[src/sfd_pkg.sv]
// Package for the S.BUS frame decoder: shared constants, configuration register
// indexes and the frame record that travels from the front end to the back end.
// No dependencies.
package sfd_pkg;

    localparam int FRAME_LEN     = 25;
    localparam int NUM_CHANNELS  = 16;
    localparam int STORE_LEN     = FRAME_LEN - 1;
    localparam int FILL_W        = $clog2(STORE_LEN + 1);
    localparam int CH_W          = 11;
    localparam int CH_IDX_W      = $clog2(NUM_CHANNELS);
    localparam int CHAN_BITS     = CH_W * NUM_CHANNELS;
    localparam int CHAN_BYTES    = CHAN_BITS / 8;
    localparam int FLAGS_POS     = STORE_LEN - 1;
    localparam int QUEUE_DEPTH   = 2;

    localparam int CFG_IDX_W     = 2;
    localparam int CFG_DATA_W    = 11;

    localparam logic [CFG_IDX_W-1:0] CFG_HEADER   = 2'd0;
    localparam logic [CFG_IDX_W-1:0] CFG_FOOTER   = 2'd1;
    localparam logic [CFG_IDX_W-1:0] CFG_FAILSAFE = 2'd2;

    localparam logic [7:0]      HEADER_RESET   = 8'h0F;
    localparam logic [7:0]      FOOTER_RESET   = 8'h00;
    localparam logic [CH_W-1:0] FAILSAFE_RESET = 11'd1072;
    localparam logic [7:0]      PREV_RESET     = 8'hFF;

    // Bit positions inside the flags byte.
    localparam int FLAG_CH17     = 0;
    localparam int FLAG_CH18     = 1;
    localparam int FLAG_LOST     = 2;
    localparam int FLAG_FAILSAFE = 3;

    // One decoded frame: channel payload bytes 1..22 little-endian, and flags.
    typedef struct packed {
        logic [CHAN_BITS-1:0] chan_bits;
        logic [3:0]           flags;
    } frame_t;

endpackage

[src/sfd_front.sv]
// Front end of the S.BUS frame decoder: byte fill, resync on header after
// footer, and frame capture on a footer once the store is full. Uses sfd_pkg.
module sfd_front (
    input  logic                aclk,
    input  logic                aresetn,
    input  logic                byte_accept,
    input  logic [7:0]          rx_byte,
    input  logic [7:0]          header_byte,
    input  logic [7:0]          footer_byte,
    output logic                frame_push,
    output sfd_pkg::frame_t     frame_data
);

    logic [sfd_pkg::FILL_W-1:0] fill_reg, fill_next, fill_eff;
    logic [7:0]                 prev_reg;
    logic [7:0]                 store_reg [sfd_pkg::STORE_LEN];
    logic                       resync;
    logic                       store_full;

    assign resync     = (prev_reg == footer_byte) && (rx_byte == header_byte);
    assign fill_eff   = resync ? '0 : fill_reg;
    assign store_full = (fill_eff >= sfd_pkg::FILL_W'(sfd_pkg::STORE_LEN));
    assign fill_next  = store_full ? fill_eff : fill_eff + 1'b1;
    assign frame_push = byte_accept && store_full && (rx_byte == footer_byte);

    // The store is read at fixed places only; the capture takes the channel bytes and flags byte together.
    always_comb begin
        for (int k = 0; k < sfd_pkg::CHAN_BYTES; k++) begin
            frame_data.chan_bits[8*k +: 8] = store_reg[k+1];
        end
        frame_data.flags = store_reg[sfd_pkg::FLAGS_POS][3:0];
    end

    always_ff @(posedge aclk) begin
        if (!aresetn) begin
            fill_reg <= '0;
            prev_reg <= sfd_pkg::PREV_RESET;
        end else if (byte_accept) begin
            fill_reg <= fill_next;
            prev_reg <= rx_byte;
        end
    end

    always_ff @(posedge aclk) begin
        if (byte_accept && !store_full) begin
            store_reg[fill_eff] <= rx_byte;
        end
    end

endmodule

[src/sfd_queue.sv]
// Short frame queue between the decoder front end and back end.
// Uses sfd_pkg for the frame record.
module sfd_queue #(
    parameter int DEPTH = sfd_pkg::QUEUE_DEPTH
) (
    input  logic            aclk,
    input  logic            aresetn,
    input  logic            push,
    input  sfd_pkg::frame_t push_data,
    input  logic            pop,
    output logic            not_empty,
    output logic            full,
    output sfd_pkg::frame_t pop_data
);

    localparam int PTR_W = (DEPTH > 1) ? $clog2(DEPTH) : 1;
    localparam int CNT_W = $clog2(DEPTH + 1);

    sfd_pkg::frame_t     entry_reg [DEPTH];
    logic [PTR_W-1:0]    wr_ptr_reg, rd_ptr_reg;
    logic [CNT_W-1:0]    count_reg;

    assign not_empty = (count_reg != '0);
    assign full      = (count_reg == CNT_W'(DEPTH));
    assign pop_data  = entry_reg[rd_ptr_reg];

    function automatic logic [PTR_W-1:0] ptr_inc(input logic [PTR_W-1:0] p);
        ptr_inc = (p == PTR_W'(DEPTH - 1)) ? '0 : p + 1'b1;
    endfunction

    always_ff @(posedge aclk) begin
        if (!aresetn) begin
            wr_ptr_reg <= '0;
            rd_ptr_reg <= '0;
            count_reg  <= '0;
        end else begin
            if (push) begin
                wr_ptr_reg <= ptr_inc(wr_ptr_reg);
            end
            if (pop) begin
                rd_ptr_reg <= ptr_inc(rd_ptr_reg);
            end
            if (push && !pop) begin
                count_reg <= count_reg + 1'b1;
            end else if (pop && !push) begin
                count_reg <= count_reg - 1'b1;
            end
        end
    end

    always_ff @(posedge aclk) begin
        if (push) begin
            entry_reg[wr_ptr_reg] <= push_data;
        end
    end

endmodule

[src/sfd_back.sv]
// Back end of the S.BUS frame decoder: while the result register is free or read,
// shifts one 11-bit channel per cycle out of a loaded frame into it. Uses sfd_pkg.
module sfd_back (
    input  logic                        aclk,
    input  logic                        aresetn,
    input  logic                        frame_avail,
    input  sfd_pkg::frame_t             frame_data,
    output logic                        frame_pop,
    input  logic [sfd_pkg::CH_W-1:0]    failsafe_value,
    output logic                        m_valid,
    input  logic                        m_ready,
    output logic [sfd_pkg::CH_IDX_W-1:0] m_channel_index,
    output logic [sfd_pkg::CH_W-1:0]    m_channel_value,
    output logic                        m_digital_ch17,
    output logic                        m_digital_ch18,
    output logic                        m_frame_lost,
    output logic                        m_failsafe_active,
    output logic                        m_last_channel
);

    logic                             busy_reg;
    logic [sfd_pkg::CHAN_BITS-1:0]    shift_reg;
    logic [3:0]                       flags_reg;
    logic [sfd_pkg::CH_IDX_W-1:0]     idx_reg;
    logic                             out_valid_reg;
    logic [sfd_pkg::CH_IDX_W-1:0]     out_idx_reg;
    logic [sfd_pkg::CH_W-1:0]         out_value_reg;
    logic [3:0]                       out_flags_reg;
    logic                             out_last_reg;
    logic                             advance;
    logic                             is_last;

    assign advance   = busy_reg && (!out_valid_reg || m_ready);
    assign is_last   = (idx_reg == sfd_pkg::CH_IDX_W'(sfd_pkg::NUM_CHANNELS - 1));
    assign frame_pop = frame_avail && (!busy_reg || (advance && is_last));

    always_ff @(posedge aclk) begin
        if (!aresetn) begin
            busy_reg      <= 1'b0;
            idx_reg       <= '0;
            out_valid_reg <= 1'b0;
        end else begin
            if (frame_pop) begin
                busy_reg <= 1'b1;
                idx_reg  <= '0;
            end else if (advance) begin
                busy_reg <= !is_last;
                idx_reg  <= idx_reg + 1'b1;
            end
            if (advance) begin
                out_valid_reg <= 1'b1;
            end else if (m_ready) begin
                out_valid_reg <= 1'b0;
            end
        end
    end

    always_ff @(posedge aclk) begin
        if (frame_pop) begin
            shift_reg <= frame_data.chan_bits;
            flags_reg <= frame_data.flags;
        end else if (advance) begin
            shift_reg <= shift_reg >> sfd_pkg::CH_W;
        end
        if (advance) begin
            out_idx_reg   <= idx_reg;
            out_value_reg <= flags_reg[sfd_pkg::FLAG_FAILSAFE] ? failsafe_value
                                                               : shift_reg[sfd_pkg::CH_W-1:0];
            out_flags_reg <= flags_reg;
            out_last_reg  <= is_last;
        end
    end

    assign m_valid           = out_valid_reg;
    assign m_channel_index   = out_idx_reg;
    assign m_channel_value   = out_value_reg;
    assign m_digital_ch17    = out_flags_reg[sfd_pkg::FLAG_CH17];
    assign m_digital_ch18    = out_flags_reg[sfd_pkg::FLAG_CH18];
    assign m_frame_lost      = out_flags_reg[sfd_pkg::FLAG_LOST];
    assign m_failsafe_active = out_flags_reg[sfd_pkg::FLAG_FAILSAFE];
    assign m_last_channel    = out_last_reg;

endmodule

[src/sbus_frame_decoder.sv]
// S.BUS frame decoder, top level. Takes one byte per cycle while the frame queue has room.
// A footer on a full store yields 16 channel results; with the back end idle the first is
// valid once the frame has passed the queue, the shift register and the result register,
// then one per cycle while m_ready is high. Bytes stall only when two frames wait in the queue.
// aresetn is synchronous, active low: it clears fill index, queue and output valid and sets
// registers to their defaults. The frame store has no reset and needs no clearing pass.
module sbus_frame_decoder #(
    parameter int QUEUE_DEPTH = sfd_pkg::QUEUE_DEPTH
) (
    input  logic                              aclk,
    input  logic                              aresetn,
    // Configuration write channel.
    input  logic                              cfg_valid,
    output logic                              cfg_ready,
    input  logic [sfd_pkg::CFG_IDX_W-1:0]     cfg_index,
    input  logic [sfd_pkg::CFG_DATA_W-1:0]    cfg_data,
    // Byte input channel.
    input  logic                              s_valid,
    output logic                              s_ready,
    input  logic [7:0]                        s_rx_byte,
    // Channel result channel.
    output logic                              m_valid,
    input  logic                              m_ready,
    output logic [sfd_pkg::CH_IDX_W-1:0]      m_channel_index,
    output logic [sfd_pkg::CH_W-1:0]          m_channel_value,
    output logic                              m_digital_ch17,
    output logic                              m_digital_ch18,
    output logic                              m_frame_lost,
    output logic                              m_failsafe_active,
    output logic                              m_last_channel
);

    logic [7:0]               header_reg;
    logic [7:0]               footer_reg;
    logic [sfd_pkg::CH_W-1:0] failsafe_reg;

    logic            byte_accept;
    logic            frame_push;
    logic            frame_pop;
    logic            q_not_empty;
    logic            q_full;
    sfd_pkg::frame_t front_frame;
    sfd_pkg::frame_t back_frame;

    // Configuration is always taken; writes to an unknown index are dropped.
    assign cfg_ready = 1'b1;

    always_ff @(posedge aclk) begin
        if (!aresetn) begin
            header_reg   <= sfd_pkg::HEADER_RESET;
            footer_reg   <= sfd_pkg::FOOTER_RESET;
            failsafe_reg <= sfd_pkg::FAILSAFE_RESET;
        end else if (cfg_valid) begin
            case (cfg_index)
                sfd_pkg::CFG_HEADER:   header_reg   <= cfg_data[7:0];
                sfd_pkg::CFG_FOOTER:   footer_reg   <= cfg_data[7:0];
                sfd_pkg::CFG_FAILSAFE: failsafe_reg <= cfg_data;
                default: ;
            endcase
        end
    end

    // A byte request is taken whenever the queue could hold a new frame. This is
    // slightly conservative: a byte that would not complete a frame is also held
    // off while the queue is full, which keeps the handshake free of compares.
    assign s_ready     = !q_full;
    assign byte_accept = s_valid && s_ready;

    sfd_front u_front (
        .aclk        (aclk),
        .aresetn     (aresetn),
        .byte_accept (byte_accept),
        .rx_byte     (s_rx_byte),
        .header_byte (header_reg),
        .footer_byte (footer_reg),
        .frame_push  (frame_push),
        .frame_data  (front_frame)
    );

    // The queue holds complete frame snapshots, so the front end may refill the
    // store with the next frame while the back end is still emitting this one.
    sfd_queue #(
        .DEPTH (QUEUE_DEPTH)
    ) u_queue (
        .aclk      (aclk),
        .aresetn   (aresetn),
        .push      (frame_push),
        .push_data (front_frame),
        .pop       (frame_pop),
        .not_empty (q_not_empty),
        .full      (q_full),
        .pop_data  (back_frame)
    );

    sfd_back u_back (
        .aclk              (aclk),
        .aresetn           (aresetn),
        .frame_avail       (q_not_empty),
        .frame_data        (back_frame),
        .frame_pop         (frame_pop),
        .failsafe_value    (failsafe_reg),
        .m_valid           (m_valid),
        .m_ready           (m_ready),
        .m_channel_index   (m_channel_index),
        .m_channel_value   (m_channel_value),
        .m_digital_ch17    (m_digital_ch17),
        .m_digital_ch18    (m_digital_ch18),
        .m_frame_lost      (m_frame_lost),
        .m_failsafe_active (m_failsafe_active),
        .m_last_channel    (m_last_channel)
    );

    // The last-channel marker sits only on the final channel of a frame.
    assert property (@(posedge aclk) disable iff (!aresetn)
        m_valid && m_last_channel |->
            m_channel_index == sfd_pkg::CH_IDX_W'(sfd_pkg::NUM_CHANNELS - 1))
        else $error("last_channel on a channel other than the final one");

    // While failsafe is flagged every channel carries the configured value.
    assert property (@(posedge aclk) disable iff (!aresetn)
        m_valid && m_failsafe_active |-> m_channel_value == failsafe_reg)
        else $error("failsafe channel value differs from the configured value");

    // Back-to-back results within one frame step the channel index by one.
    assert property (@(posedge aclk) disable iff (!aresetn)
        m_valid && m_ready && !m_last_channel |=>
            !m_valid ||
            m_channel_index == sfd_pkg::CH_IDX_W'($past(m_channel_index) + 1'b1))
        else $error("channel index did not advance by one");

    // A frame is only captured when the queue has room for it.
    assert property (@(posedge aclk) disable iff (!aresetn)
        frame_push |-> !q_full)
        else $error("frame captured into a full queue");

endmodule
[config.mk]
export PLATFORM = sky130hd
export DESIGN_NAME = sbus_frame_decoder
export DESIGN_NICKNAME = d
export VERILOG_FILES = /design/src/sfd_pkg.sv /design/src/sfd_front.sv /design/src/sfd_queue.sv /design/src/sfd_back.sv /design/src/sbus_frame_decoder.sv
export SDC_FILE = /design/constraint.sdc
export NUM_CORES = 1
export LEC_CHECK = 0
export BUFFER_PORTS_ARGS = -buffer_cell sky130_fd_sc_hd__buf_2
export CAP_MARGIN = 20
export CELL_PAD_IN_SITES_DETAIL_PLACEMENT = 2
export CELL_PAD_IN_SITES_GLOBAL_PLACEMENT = 2
export CORE_ASPECT_RATIO = 0.7
export CORE_MARGIN = 5
export CORE_UTILIZATION = 30
export CTS_BUF_LIST = sky130_fd_sc_hd__clkbuf_2
export CTS_CLUSTER_SIZE = 10
export DETAILED_ROUTE_END_ITERATION = 16
export PLACE_DENSITY = 0.63
export SYNTH_ARGS = -nofsm -noshare
export SYNTH_HDL_FRONTEND = slang
export SYNTH_SLANG_ARGS = --single-unit
export TNS_END_PERCENT = 5
[constraint.sdc]
create_clock -name aclk -period 16.6 [get_ports aclk]
set_input_delay 2.49 -clock aclk [delete_from_list [all_inputs] [get_ports aclk]]
set_output_delay 2.49 -clock aclk [all_outputs]
set_load 0.01 [all_outputs]
---- Word level (Yosys, flattened, before mapping) ----
Memories as Yosys holds them, arrays and structs flattened. A register that Yosys moved wholly into a read port is not among the register bits.
Index checks and enable logic that the tools add are counted.
storage, ports and cells
  bits in registers ....................... 250
  RAM bits ................................ 552
  input bits .............................. 26
  output and inout bits ................... 23
  memories ................................ 2
memories
  name               words  width  read ports  clocked after Yosys merged registers in  write ports  RTL line         source
  u_queue.entry_reg  2      180    1           1                                        1            sfd_queue.sv:19  sfd_pkg::frame_t entry_reg [DEPTH];
  u_front.store_reg  24     8      23          0                                        1            sfd_front.sv:16  logic [7:0] store_reg [sfd_pkg::STORE_LEN];
cells by class
  add/sub/neg operators ................... 6
  order comparisons ....................... 1
  eq/ne operators ......................... 7
  muxes and demuxes ....................... 19
  bitwise operators ....................... 1
  reduce and logical (&&, ||, !) cells .... 28
operators with widths
  operator                                                  number
  2-to-1 mux 176 bit                                        2
  equality test 8 bit                                       3
  2-to-1 mux 1 bit                                          12
  2-to-1 mux 11 bit                                         1
  logical AND 1 bit                                         10
  2-to-1 mux 5 bit                                          2
  nonzero test 2 bit                                        4
  logical NOT 1 bit                                         7
  AND reduction 2 bit                                       3
  adder 5 x 1 -> 5 bit, second input constant               1
  greater-or-equal comparator 5 bit, second input constant  1
  adder 4 x 1 -> 4 bit, second input constant               1
  equality test 2 bit, second input constant                2
  equality test 4 bit, second input constant                1
  2-to-1 mux 2 bit                                          2
  adder 1 bit, second input constant                        2
  adder 2 x 1 -> 2 bit, second input constant               1
  equality test 2 x 1 -> 1 bit, second input constant       1
  logical NOT 2 bit                                         1
  logical OR 1 bit                                          2
  OR reduction 2 bit                                        1
  subtractor 2 x 1 -> 2 bit, second input constant          1
  NOT 1 bit                                                 1

---- Longest topological paths before layout ----
  word-level depth ........................ 10
  mapped depth ............................ 11
  gate-level depth less buffers ........... 10

---- Cells and area by module ----
From an unflattened synthesis, not the netlist that was laid out.
unflattened totals
  cell total of the unflattened synthesis .. 1457
  area, all modules ....................... 29706.0 um^2
by module, submodules not included
  module              instances  cells an instance  area an instance (um^2)  sequential area each (um^2)
  sfd_queue           1          582                13606.8                  10910.5
  sfd_back            1          445                8506.9                   6125.9
  sfd_front           1          315                6465.0                   5665.4
  sbus_frame_decoder  1          115                1127.3                   540.5

---- Least setup slack after synthesis ----
Ideal clock, no wire load.
  kind .................................... in2reg
  start point ............................. in s_rx_byte[6]
  end point ............................... mem u_queue.entry_reg[0][0] (netlist name), enable pin
  setup time .............................. 940 ps
  data arrival time ....................... 15328 ps
  required time ........................... 15660 ps
  setup slack ............................. 332 ps
  stages .................................. 6
  path buffers ............................ 1
  cell sequence ........................... xor2_1 > nor4_2 > nand4_1 > buf_6 > nand2_1 > nor3_1
between the ends
  longest elaborated chain between the ends .. 8
ends and longest elaborated chain
  element                                   RTL line                  source
  start: declaration                        sbus_frame_decoder.sv:20  input logic [7:0] s_rx_byte,
  equality test 8 bit                       sfd_front.sv:20           assign resync = (prev_reg == footer_byte) && (rx_byte == header_byte);
  logical AND 1 bit                         sfd_front.sv:20
  2-to-1 mux 5 bit                          sfd_front.sv:21           assign fill_eff = resync ? '0 : fill_reg;
  greater-or-equal comparator 5 bit         sfd_front.sv:22           assign store_full = (fill_eff >= sfd_pkg::FILL_W'(sfd_pkg::STORE_LEN));
  logical AND 1 bit                         sfd_front.sv:24           assign frame_push = byte_accept && store_full && (rx_byte == footer_byte);
  logical AND 1 bit *                       sfd_front.sv:24
  2-to-1 mux 1 bit *                        sfd_queue.sv:52           if (push) begin
  2-to-1 mux 1 bit (not written as such) *  sfd_queue.sv:53           entry_reg[wr_ptr_reg] <= push_data;
  end: declaration                          sfd_queue.sv:19
Mark *: on every way between the ends. The rest lies on a longest branch, timed or not.

---- Worst setup path after layout ----
  start point ............................. in m_ready
  end point ............................... reg u_back.shift_reg[174] (netlist name), enable pin
between the ends
  longest elaborated chain between the ends .. 6
ends and longest elaborated chain
  element                       RTL line                  source
  start: declaration            sbus_frame_decoder.sv:23  input logic m_ready,
  logical OR 1 bit              sfd_back.sv:33            assign advance = busy_reg && (!out_valid_reg || m_ready);
  logical AND 1 bit             sfd_back.sv:33
  logical AND 1 bit             sfd_back.sv:35            assign frame_pop = frame_avail && (!busy_reg || (advance && is_last));
  logical OR 1 bit              sfd_back.sv:35
  logical AND 1 bit             sfd_back.sv:35
  named net frame_pop           sbus_frame_decoder.sv:39  logic frame_pop;
  nonzero test 2 bit (no line)  --
  end signal: assignment        sfd_back.sv:60            shift_reg <= frame_data.chan_bits;
  end signal: assignment        sfd_back.sv:63            shift_reg <= shift_reg >> sfd_pkg::CH_W;
  end: declaration              sfd_back.sv:22            logic [sfd_pkg::CHAN_BITS-1:0] shift_reg;
The timed path passes the listed nets, and every way through them passes these cells.
A chain may end at the register's enable or synchronous reset.

==> reports/results.txt <==
final hold slack = 0.4312 ns
initial core utilization = 0.3027
vias in the first global route = 16750
post-detail-place hpwl = 42.58 mm
drt first pass iters = 5
Reg clk slew, reported paths = 0.12 ns
Synth Area in XOR/XNOR = 0.009213
DRC = 0
Worst Slack Setup Final = 11.12 ns
layout cells sized above 1 = 0.2039
Buf+Inv Stages, Crit Path = 5
final hold viol count = 0
most instantiated cells after synthesis = edfxtp_1 (740), nand2_1 (225), mux2i_1 (196)
HP Class = reg -> reg
unrepaired setup endpoints after global routing = false
Longest Clk Path Bufs = 3
die area = 101400 um2
mux contribution to synthesized area = 0.07510
Synth Area in Compound Gates = 0.03466
DIE WIDTH = 378.5 um
Slew Limit Headroom = 0.1343
post-synthesis instance total = 1643
wire per inst = 23.14 um
sum of negative setup slack = 0 ns
Final setup viols = 0
adder-cell share of the synthesized area = 0.002632
WL final = 74.60 mm
post-route cell area = 31960 um2
total gr overflow = 0
crit end category = flip-flop
CTS root buf = clkbuf_2
CTS tree = built
top cell type's share of synthesized area = 0.7791
clk_lat worst skew = 1.35 ns
Ports = 49
Placed Area = 30220 um2
pwr/cell area = 110.4 nW/um2
gpl congestion = 0.7218
Pleak = 0.01064 uW
CP max FO = 80
Mapped Nets = 1675
synthesized cell area = 28520 um2
CP Class = in -> reg
GRT Total Usage = 0.1489
Req. time, crit path = 17.52 ns
yosys warns = 0
Final #Nets = 1865
number of flip-flops under the largest register name = 360
Cell Chain, Critical Path = buf_2 > nor2b_1 > o21ai_0 > o21ai_4 > buf_4 > inv_1 > or2_4 > buf_4 > buf_4
register area share after synthesis = 0.8149
area leader, netlist = edfxtp_1
Post CTS Setup Buffer Count = 0
core area = 94210 um2
Top FF cell, synth = edfxtp_1
top cells by area, synth = edfxtp_1 (78%), mux2i_1 (6.9%), dfxtp_1 (3.6%)
crit-path most repeated cell = buf_4
Cell variety after synth = 40
row count = 94
FMAX = 0.1824 GHz
H-Tree Depth = 4
final slew viol count = 0
antenna-violating nets left = 0
Simple-Gate Fraction of Synth Area = 0.05089
status = finished clean
critical path's top delay family = buffers and inverters
pin count of the biggest net entering global routing = 181
worst-margin pin slew = 1.299 ns
CP max stage delay = 0.92 ns
Area Growth Syn to Fin = 12.06%
PortBufs = 47
FF+latch count, synth = 791
period utilization = 0.3303
ys async rst share = 0
CTS resizes = 0
main combinational cell family by area after synthesis = multiplexers
Post-synth EDFFs = 740
crit path launch type = input port
Final min period = 5.483 ns
antenna violations before repair = 10
hold-fix buffers at CTS = 0
top-count cell post-synth = edfxtp_1
critical path data arrival time = 6.40 ns
die height = 268.0 um
CTS Buf Count = 193
worst vdd ir = 0.00005766 V
Initial DRC Count = 1182
clock sinks = 791
maxcap violations = 0
Fin Clk Skew = 0.1177 ns
CP max stage cell = buf_4
routed vias = 14850
post-route insts no fill = 3224
first-pass GRT wire length = 111.4 mm
Syn Area/Cell = 17.36 um2
DP Worst Slack = 9.594 ns
Avg Vias per Cell = 4.606
placed insts = 2886
logic make-up after synthesis:
family,Yosys count
AO/OA/AOI/OAI,188
XOR/XNOR,30
adder cells (fa/ha/maj),6
buffers and inverters,80
flip-flops,791
multiplexers,212
other,1
AND/OR/NAND/NOR,335
through the flow:
stage / power [uW] / utilization
CTS: 3594 / 0.3392
floorplan: 2225 / -
finish: 3528 / 0.3393
detailed placement: 2259 / 0.3207
global route: 3710 / 0.3392
global placement: 2255 / 0.3207
path summary, 6_finish.rpt:
path                                 start                 endpoint  slack (ns)  cells past startpoint
hold reg to reg   u_front.store_reg[23][1]  u_queue.entry_reg[0][1]        0.43                      0
setup / recovery                   m_ready    u_back.shift_reg[174]       11.12                      9
setup reg to reg         u_back.idx_reg[1]    u_back.shift_reg[174]       11.62                      9
hold / removal    u_front.store_reg[23][1]  u_queue.entry_reg[0][1]        0.43                      0
report_power, final:
part / internal (uW) / leakage (uW) / switching, uW / total (uW)
clock: 525 / 0.00135 / 789 / 1310
sequential: 2160 / 0.00709 / 5.75 / 2160
combinational: 12.2 / 0.00220 / 37.2 / 49.4
area by class of cell:
type / count / area, um2
Fill cell: 9542 / 62250
Sequential cell: 791 / 23250
Multi-Input combinational cell: 772 / 4952
Tap cell: 1248 / 1562
Clock buffer: 293 / 1466
Timing Repair Buffer: 71 / 440.4
Clock inverter: 41 / 270.3
Inverter: 4 / 15.01
Antenna cell: 4 / 10.01
placed cells by master (no fill, tap or decap), types with 2 or more instances in the layout:
cell / instances
edfxtp_1: 740
nand2_1: 225
nand2b_1: 8
inv_1: 4
buf_4: 22
o21a_1: 2
nor2_1: 31
nand4b_1: 2
clkinv_1: 30
clkinv_2: 2
dfxtp_1: 50
nor3b_1: 2
and2_1: 11
buf_2: 47
diode_2: 4
nand3_1: 14
nor3_1: 5
nor2b_1: 13
nand3b_1: 2
inv_2: 3
mux2_2: 16
mux2i_1: 196
nand4_1: 5
bufinv_16: 4
o21ai_0: 168
buf_12: 2
clkbuf_2: 293
o221a_2: 2
nor3_2: 2
or3_1: 2
xor2_1: 26
a21boi_0: 11
nor4_1: 6
ha_1: 6
a21oi_1: 3
xnor2_1: 4
metal layers:
metal | share of wire | track usage
met5 | 0 | 0
met4 | 0.019 | 0.04975
met3 | 0.046 | 0.03159
met2 | 0.48 | 0.2424
met1 | 0.46 | 0.2003
Power figures use the tool's default switching activity.
